==> src/assert_macros.svh <==
// assertion macros shared by the clip stack modules
`ifndef ASSERT_MACROS_SVH
`define ASSERT_MACROS_SVH

`ifndef SYNTHESIS
// same-cycle implication, checked on clk, off during reset
`define ASSERT_IMP(lbl, ante, cons) \
  lbl: assert property (@(posedge clk) disable iff (!rst_n) (ante) |-> (cons)) \
    else $error("assertion failed");
// next-cycle implication
`define ASSERT_NXT(lbl, ante, cons) \
  lbl: assert property (@(posedge clk) disable iff (!rst_n) (ante) |=> (cons)) \
    else $error("assertion failed");
`else
`define ASSERT_IMP(lbl, ante, cons)
`define ASSERT_NXT(lbl, ante, cons)
`endif

`endif

==> src/crs_pkg.sv <==
// shared constants, types and command structs for the clip rectangle stack
package crs_pkg;

  localparam int STACK_DEPTH = 16;
  localparam int PTR_W       = $clog2(STACK_DEPTH);
  localparam int CNT_W       = $clog2(STACK_DEPTH + 1);
  localparam int IN_CW       = 15;
  localparam int COORD_W     = 16;
  localparam int SIZE_W      = 14;

  typedef logic signed [COORD_W-1:0] coord_t;

  // left edge in the low bits, top edge in the high bits
  typedef struct packed {
    coord_t top;
    coord_t right;
    coord_t bottom;
    coord_t left;
  } rect_t;

  typedef enum logic [0:0] {
    REQ_PUSH = 1'b0,
    REQ_POP  = 1'b1
  } req_t;

  typedef enum logic [1:0] {
    ST_OK    = 2'd0,
    ST_FULL  = 2'd1,
    ST_EMPTY = 2'd2
  } status_t;

  typedef struct packed {
    logic    latch;
    logic    push;
    logic    pop;
    logic    set_status;
    status_t code;
    logic    load_out;
  } crs_cmd_t;

  typedef struct packed {
    logic req_pop;
    logic cnt_zero;
    logic cnt_full;
    logic out_free;
  } crs_stat_t;

endpackage

==> src/crs_ctrl.sv <==
// controller state machine sequencing each stack request
`include "assert_macros.svh"

module crs_ctrl (
  input  logic                clk,
  input  logic                rst_n,
  input  logic                in_valid,
  output logic                in_stall,
  output crs_pkg::crs_cmd_t   cmd,
  input  crs_pkg::crs_stat_t  stat
);
  import crs_pkg::*;

  typedef enum logic [3:0] {
    S_IDLE   = 4'b0001,
    S_EXEC   = 4'b0010,
    S_READ   = 4'b0100,
    S_RESULT = 4'b1000
  } state_t;

  state_t state_r, state_nxt;

  always_ff @(posedge clk) begin
    if (!rst_n) begin
      state_r <= S_IDLE;
    end else begin
      state_r <= state_nxt;
    end
  end

  assign in_stall = (state_r != S_IDLE);

  always_comb begin
    state_nxt      = state_r;
    cmd            = '0;
    cmd.code       = ST_OK;
    unique case (state_r)
      S_IDLE: begin
        cmd.latch = in_valid;
        if (in_valid) begin
          state_nxt = S_EXEC;
        end
      end
      S_EXEC: begin
        cmd.set_status = 1'b1;
        if (stat.req_pop) begin
          if (stat.cnt_zero) begin
            cmd.code = ST_EMPTY;
          end else begin
            cmd.pop = 1'b1;
          end
        end else if (stat.cnt_full) begin
          cmd.code = ST_FULL;
        end else begin
          cmd.push = 1'b1;
        end
        state_nxt = S_READ;
      end
      // new top is read from the stack memory in this cycle
      S_READ: begin
        state_nxt = S_RESULT;
      end
      S_RESULT: begin
        if (stat.out_free) begin
          cmd.load_out = 1'b1;
          state_nxt    = S_IDLE;
        end
      end
      default: begin
        state_nxt = S_IDLE;
      end
    endcase
  end

  `ASSERT_IMP(a_push_pop_excl, cmd.push, !cmd.pop)
  `ASSERT_NXT(a_load_to_idle, cmd.load_out, state_r == S_IDLE)

endmodule

==> src/crs_datapath.sv <==
// stack memory, rectangle intersection and result register
`include "assert_macros.svh"

module crs_datapath (
  input  logic                          clk,
  input  logic                          rst_n,
  input  crs_pkg::crs_cmd_t             cmd,
  output crs_pkg::crs_stat_t            stat,
  input  logic                          in_req_type,
  input  logic signed [crs_pkg::IN_CW-1:0]  in_rect_x,
  input  logic signed [crs_pkg::IN_CW-1:0]  in_rect_y,
  input  logic [crs_pkg::SIZE_W-1:0]    in_rect_w,
  input  logic [crs_pkg::SIZE_W-1:0]    in_rect_h,
  output logic                          out_valid,
  input  logic                          out_stall,
  output logic                          out_clip_enable,
  output logic signed [crs_pkg::COORD_W-1:0] out_clip_x,
  output logic signed [crs_pkg::COORD_W-1:0] out_clip_y,
  output logic [crs_pkg::SIZE_W-1:0]    out_clip_w,
  output logic [crs_pkg::SIZE_W-1:0]    out_clip_h,
  output logic [1:0]                    out_status
);
  import crs_pkg::*;

  rect_t               mem [STACK_DEPTH];
  rect_t               rd_r;
  rect_t               req_rect_r;
  req_t                req_r;
  logic [CNT_W-1:0]    cnt_r;
  status_t             status_r;
  status_t             out_st_r;
  logic                out_valid_r;
  logic                clip_en_r;
  coord_t              clip_x_r, clip_y_r;
  logic [SIZE_W-1:0]   clip_w_r, clip_h_r;

  coord_t              new_l, new_b;
  rect_t               push_word;
  logic                overlap;
  logic [PTR_W-1:0]    top_addr;
  coord_t              diff_w, diff_h;

  assign new_l = {in_rect_x[IN_CW-1], in_rect_x};
  assign new_b = {in_rect_y[IN_CW-1], in_rect_y};

  assign top_addr = PTR_W'(cnt_r - CNT_W'(1));

  assign stat.req_pop  = (req_r == REQ_POP);
  assign stat.cnt_zero = (cnt_r == '0);
  assign stat.cnt_full = (cnt_r == CNT_W'(STACK_DEPTH));
  assign stat.out_free = !out_valid_r || !out_stall;

  // ranges overlap on both axes, touching edges included
  assign overlap = (req_rect_r.left <= rd_r.right) && (req_rect_r.right >= rd_r.left) &&
                   (req_rect_r.bottom <= rd_r.top) && (req_rect_r.top >= rd_r.bottom);

  always_comb begin
    if (stat.cnt_zero) begin
      push_word = req_rect_r;
    end else if (overlap) begin
      push_word.left   = (req_rect_r.left > rd_r.left) ? req_rect_r.left : rd_r.left;
      push_word.bottom = (req_rect_r.bottom > rd_r.bottom) ? req_rect_r.bottom : rd_r.bottom;
      push_word.right  = (req_rect_r.right < rd_r.right) ? req_rect_r.right : rd_r.right;
      push_word.top    = (req_rect_r.top < rd_r.top) ? req_rect_r.top : rd_r.top;
    end else begin
      push_word = '0;
    end
  end

  assign diff_w = rd_r.right - rd_r.left;
  assign diff_h = rd_r.top - rd_r.bottom;

  // stack memory: one write port, one registered read of the top entry
  always_ff @(posedge clk) begin
    if (cmd.push) begin
      mem[cnt_r[PTR_W-1:0]] <= push_word;
    end
    rd_r <= mem[top_addr];
  end

  always_ff @(posedge clk) begin
    if (cmd.latch) begin
      req_r             <= req_t'(in_req_type);
      req_rect_r.left   <= new_l;
      req_rect_r.bottom <= new_b;
      req_rect_r.right  <= new_l + {2'b00, in_rect_w};
      req_rect_r.top    <= new_b + {2'b00, in_rect_h};
    end
    if (cmd.set_status) begin
      status_r <= cmd.code;
    end
    if (cmd.load_out) begin
      // status travels with the result so a held result keeps its own code
      out_st_r <= status_r;
      if (stat.cnt_zero) begin
        clip_en_r <= 1'b0;
        clip_x_r  <= '0;
        clip_y_r  <= '0;
        clip_w_r  <= '0;
        clip_h_r  <= '0;
      end else begin
        clip_en_r <= 1'b1;
        clip_x_r  <= rd_r.left;
        clip_y_r  <= rd_r.bottom;
        clip_w_r  <= diff_w[SIZE_W-1:0];
        clip_h_r  <= diff_h[SIZE_W-1:0];
      end
    end
  end

  always_ff @(posedge clk) begin
    if (!rst_n) begin
      cnt_r       <= '0;
      out_valid_r <= 1'b0;
    end else begin
      if (cmd.push) begin
        cnt_r <= cnt_r + CNT_W'(1);
      end else if (cmd.pop) begin
        cnt_r <= cnt_r - CNT_W'(1);
      end
      if (cmd.load_out) begin
        out_valid_r <= 1'b1;
      end else if (!out_stall) begin
        out_valid_r <= 1'b0;
      end
    end
  end

  assign out_valid       = out_valid_r;
  assign out_clip_enable = clip_en_r;
  assign out_clip_x      = clip_x_r;
  assign out_clip_y      = clip_y_r;
  assign out_clip_w      = clip_w_r;
  assign out_clip_h      = clip_h_r;
  assign out_status      = out_st_r;

  `ASSERT_IMP(a_cnt_range, 1'b1, cnt_r <= CNT_W'(STACK_DEPTH))
  `ASSERT_IMP(a_off_is_zero, out_valid_r && !clip_en_r, (clip_x_r == '0) && (clip_w_r == '0) && (clip_h_r == '0))

endmodule

==> src/clip_rectangle_stack.sv <==
// top level of the clip rectangle stack
// Keeps a stack of up to crs_pkg::STACK_DEPTH clip rectangles in a memory with one write port
// and one registered read; a push intersects the new rectangle with the top entry (an empty
// stack takes it as it is), a pop drops the top, and every request returns the active clip with
// a status code (push on full or pop on empty changes nothing). The top entry is read in the
// cycle the request is accepted; after that the request updates the stack, reads the new top
// and then loads the result into the output register, waiting there while a stalled consumer
// still holds the previous result. The next request is accepted in the cycle after the load,
// even while that result is still held by a stalled consumer; a request is only taken once the
// previous one is through, as the read-update-read sequence on the stack memory demands.
// Entries are only ever used after being written, so there is no clearing pass after reset.
module clip_rectangle_stack (
  input  logic                               clk,
  input  logic                               rst_n,
  input  logic                               in_valid,
  output logic                               in_stall,
  input  logic                               in_req_type,
  input  logic signed [crs_pkg::IN_CW-1:0]   in_rect_x,
  input  logic signed [crs_pkg::IN_CW-1:0]   in_rect_y,
  input  logic [crs_pkg::SIZE_W-1:0]         in_rect_w,
  input  logic [crs_pkg::SIZE_W-1:0]         in_rect_h,
  output logic                               out_valid,
  input  logic                               out_stall,
  output logic                               out_clip_enable,
  output logic signed [crs_pkg::COORD_W-1:0] out_clip_x,
  output logic signed [crs_pkg::COORD_W-1:0] out_clip_y,
  output logic [crs_pkg::SIZE_W-1:0]         out_clip_w,
  output logic [crs_pkg::SIZE_W-1:0]         out_clip_h,
  output logic [1:0]                         out_status
);
  import crs_pkg::*;

  crs_cmd_t  cmd;
  crs_stat_t stat;

  crs_ctrl u_ctrl (
    .clk      (clk),
    .rst_n    (rst_n),
    .in_valid (in_valid),
    .in_stall (in_stall),
    .cmd      (cmd),
    .stat     (stat)
  );

  crs_datapath u_datapath (
    .clk             (clk),
    .rst_n           (rst_n),
    .cmd             (cmd),
    .stat            (stat),
    .in_req_type     (in_req_type),
    .in_rect_x       (in_rect_x),
    .in_rect_y       (in_rect_y),
    .in_rect_w       (in_rect_w),
    .in_rect_h       (in_rect_h),
    .out_valid       (out_valid),
    .out_stall       (out_stall),
    .out_clip_enable (out_clip_enable),
    .out_clip_x      (out_clip_x),
    .out_clip_y      (out_clip_y),
    .out_clip_w      (out_clip_w),
    .out_clip_h      (out_clip_h),
    .out_status      (out_status)
  );

endmodule
==> config.mk <==
export PLATFORM = sky130hd
export DESIGN_NAME = clip_rectangle_stack
export DESIGN_NICKNAME = d
export VERILOG_FILES = /design/src/crs_pkg.sv /design/src/crs_ctrl.sv /design/src/crs_datapath.sv /design/src/clip_rectangle_stack.sv
export VERILOG_INCLUDE_DIRS = /design/src /design/src/src
export SDC_FILE = /design/constraint.sdc
export NUM_CORES = 1
export LEC_CHECK = 0
export BUFFER_PORTS_ARGS = -buffer_cell sky130_fd_sc_hd__buf_2
export CAP_MARGIN = 20
export CORE_MARGIN = 4
export CORE_UTILIZATION = 45
export CTS_CLUSTER_DIAMETER = 30
export DETAILED_ROUTE_END_ITERATION = 10
export PLACE_DENSITY = 0.63
export SLEW_MARGIN = 0
export SYNTH_ARGS = -nofsm -noshare
export SYNTH_HDL_FRONTEND = slang
export SYNTH_SLANG_ARGS = --single-unit
export TNS_END_PERCENT = 30
==> constraint.sdc <==
create_clock -name clk -period 7.9 [get_ports clk]
set_clock_uncertainty 0.1 [all_clocks]
set_input_delay 0.395 -clock clk [delete_from_list [all_inputs] [get_ports clk]]
set_output_delay 0.395 -clock clk [all_outputs]
set_load 0.005 [all_outputs]
==> run_results.csv <==
group,metric,value,unit
pwr,swShare,21.7,%
logic_synthesis,yosys_warnings,0,
place,place_congestion,0.878,
timing,fmax,208,MHz
detailed_routing,finalWirelength,131,mm
cts,cts_root_buffer,"clkbuf_16",
logic_synthesis,ys_seq_area_share,71.7,%
logic_synthesis,synth_area_leaders,"edfxtp_1 69%, mux4_2 14%, ha_1 4.6%",
global_routing,grt_overflow,0,
timing,rsz0062_at_grt,"no",
cts,clkTransAtPathRegs,0.05,ns
global_routing,grt_pass1_wl,192,mm
global_routing,track_usage,22.6,%
logic_synthesis,syn_nets,2795,
logic_synthesis,synth_area_per_cell,19.8,um^2
finish,drive_gt1_share,29.3,%
detailed_routing,vias_per_cell,5.92,
place,place_hpwl,75.4,mm
worst_setup_path,crit_arrival,5.21,ns
pwr,power_frac_clock,54.3,%
timing,slew_headroom,20.4,%
pwr,power,17.6,mW
global_routing,busiest_layer,"met2",
logic_synthesis,syn_area,50300,um^2
timing,min_period,4.81,ns
logic_synthesis,ys_types,62,
worst_setup_path,crit_chain,"ha_1, nand4_1, or4_1, nor2_1, a21oi_1, mux2i_1, o2111ai_4, nor3b_4, a22o_1",
cts,cts_tree,"done",
floorplan,die_w,342,um
global_routing,gr-usage-met1,33.3,%
floorplan,placementRows,122,
pwr,power.internal,13.8,mW
pwr,p_leak,20.9,nW
logic_synthesis,synth-async-reset-ratio,0,%
logic_synthesis,synthCells,2543,
worst_setup_path,cpPeakStageDelay,0.92,ns
pwr,power_frac_comb,4.1,%
pwr,ir_drop,0.000211,V
place,placed_area,52900,um^2
timing,layout_worst_path_cycle_share,60.8,%
logic_synthesis,ys.flop_type,"edfxtp_1",
min_path,hold_path_class,"primary input to register",
timing,worst_slew_pin_slew,1.19,ns
detailed_routing,via_count,27100,
global_routing,met2_usage,34.8,%
floorplan,dieArea,117000,um^2
floorplan,pin_count,128,
logic_synthesis,ys_ff_latch,1226,
timing,final_hold_viol_count,0,
logic_synthesis,synth_edf_count,1152,
worst_setup_path,critPathSlowestCell,"nor3b_4",
place,numPortBuffers,127,
detailed_routing,dr.pass1.iters,5,
cts,cts_max_level,4,
pwr,power_density,288,nW/um^2
cts,cts.sinks,1226,
detailed_routing,drt-initial-drc-count,2881,
timing,setup_tns,0,ns
detailed_routing,post_drt_wl_per_cell,28.7,um
finish,final_cell_area,61100,um^2
worst_setup_path,path_class,"register to register",
finish,final_nets,3145,
cts,clock_latency,0.81,ns
global_routing,grt_max_degree,118,
worst_setup_path,crit_fanout,16,
detailed_routing,detail-route-antenna-nets,0,
global_routing,gr-usage-met3,4.41,%
logic_synthesis,yosys.area.top_type,"edfxtp_1",
worst_setup_path,required,8.30,ns
global_routing,antenna_found_initial,1,
outcome,status,"complete, no violations",
cts,clockBufferDepth,3,
finish,n_antenna_cell,0,
finish,syn_to_final_growth,21.4,%
timing,setup_viol,0,
floorplan,fp.dieH,342,um
pwr,p_switching,3.82,mW
worst_setup_path,end_kind,"register",
worst_setup_path,critPathLaunchType,"register",
timing,drv_slew,0,
finish,final_util,55.1,%
job,drv_cap,0,
detailed_routing,drcViolationCount,0,
pwr,seqPwrFrac,41.6,%
global_routing,grt_pass1_vias,27900,
cts,cts_buffers,222,
floorplan,start_util,45.4,%
floorplan,coreArea,111000,um^2
logic_synthesis,netlist.area_leader.share,68.8,%
-- flip-flops by register name, summed over array words and instances (netlist names), 4 cells and up --
signal,flops
u_ctrl.state_r,4
u_datapath.out_clip_x,16
u_datapath.mem,1024
u_datapath.req_rect_r,62
u_datapath.out_clip_w,14
u_datapath.rd_r,64
u_datapath.cnt_r,5
u_datapath.out_clip_y,16
u_datapath.out_clip_h,14
-- layout by cell type (no fill, tap or decap), types with 31 or more instances in the layout --
cell / n
a22o_1: 63
dlygate4sd3_1: 48
clkbuf_16: 223
a21oi_1: 73
ha_1: 184
dfxtp_1: 73
o21ai_0: 35
clkinv_2: 31
inv_1: 98
nand2_1: 41
nor2_1: 95
xnor2_1: 32
clkbuf_1: 36
edfxtp_1: 1152
buf_2: 127
mux4_2: 320
buf_4: 37
-- cell families after synthesis --
group                    share of synthesized area, %
flip-flops                                       71.7
multiplexers                                     14.4
AND/OR/NAND/NOR                                  2.99
AO/OA/AOI/OAI                                    3.87
adder cells (fa/ha/maj)                          4.76
buffers and inverters                            1.45
XOR/XNOR                                        0.818
-- what timing repair did --
action,CTS,global route
buffers inserted,0,0
resized for setup,0,0
endpoints found under the hold margin,62,0
hold buffers,48,0
-- path summary, 6_finish.rpt --
| path | from | to | slack, ns | depth (start not counted) |
|---|---|---|---|---|
| max | u_datapath.req_rect_r[30] | u_datapath.mem[1][35] | 3.09 | 9 |
| min | in_rect_w[11] | u_datapath.req_rect_r[43] | 0.04 | 4 |
| max reg2reg | u_datapath.req_rect_r[30] | u_datapath.mem[1][35] | 3.09 | 9 |
| min reg2reg | u_datapath.status_r[1] | u_datapath.out_status[1] | 0.32 | 0 |
-- stage by stage --
stage               setup slack (ns)  hold WS [ns]  instances
finish                          3.09        0.0401       4578
floorplan                       2.84         0.300       2543
global route                    2.90        0.0496       4578
CTS                             2.95        0.0153       4578
global placement                3.10         0.310       4109
detailed placement              2.99         0.312       4109
-- metal layers --
metal / up-vias / part of all wire, %
met4: 0 / 2.0
met3: 192 / 8.9
met2: 1303 / 46
li1: 11300 / -
met1: 14300 / 43
met5: - / 0
-- critical path: cells and delay by family, from the launching register on --
family / cells / cell delay [ns]
AOI/OAI and AO/OA: 3 / 1.19
adders and majority gates: 1 / 0.39
DFF: 1 / 0.55
muxes: 1 / 0.49
and+or+nand+nor: 4 / 1.81
-- cells in the mapped netlist (6+ instances only) --
cell	number
nor2b_1	16
a21oi_1	74
edfxtp_1	1152
ha_1	185
o211ai_1	11
and2_1	20
nor2_1	97
a31o_2	6
clkbuf_1	60
nand2_1	41
a21boi_0	6
inv_1	98
buf_1	20
nand4_1	20
o21ai_0	35
and3_1	13
a31oi_1	6
nor3_1	23
a22o_1	63
or3_1	6
a21o_1	19
nand2b_1	13
xor2_1	13
xnor2_1	34
dfxtp_1	74
o21a_1	8
nand3_1	22
a211oi_1	10
mux4_2	320
-- power by group through the flow --
stage / registers, mW / clock network (mW) / logic, mW
3_5_place_dp: 7.44 / 0 / 0.692
6_report: 7.32 / 9.56 / 0.718
2_1_floorplan: 7.40 / 0 / 0.460
5_1_grt: 7.32 / 10.0 / 0.790
3_3_place_gp: 7.44 / 0 / 0.665
4_1_cts: 7.32 / 9.65 / 0.715
-- final cells by class --
class	instances	area, um^2
inverters	98	368
repair buffers	214	1430
flip-flops and latches	1226	36100
clock buffers	273	5910
fillers	8406	49700
multi-input cells	1131	13600
clock inverters	148	1810
well taps	1488	1860
(Power assumes the default switching activity.)
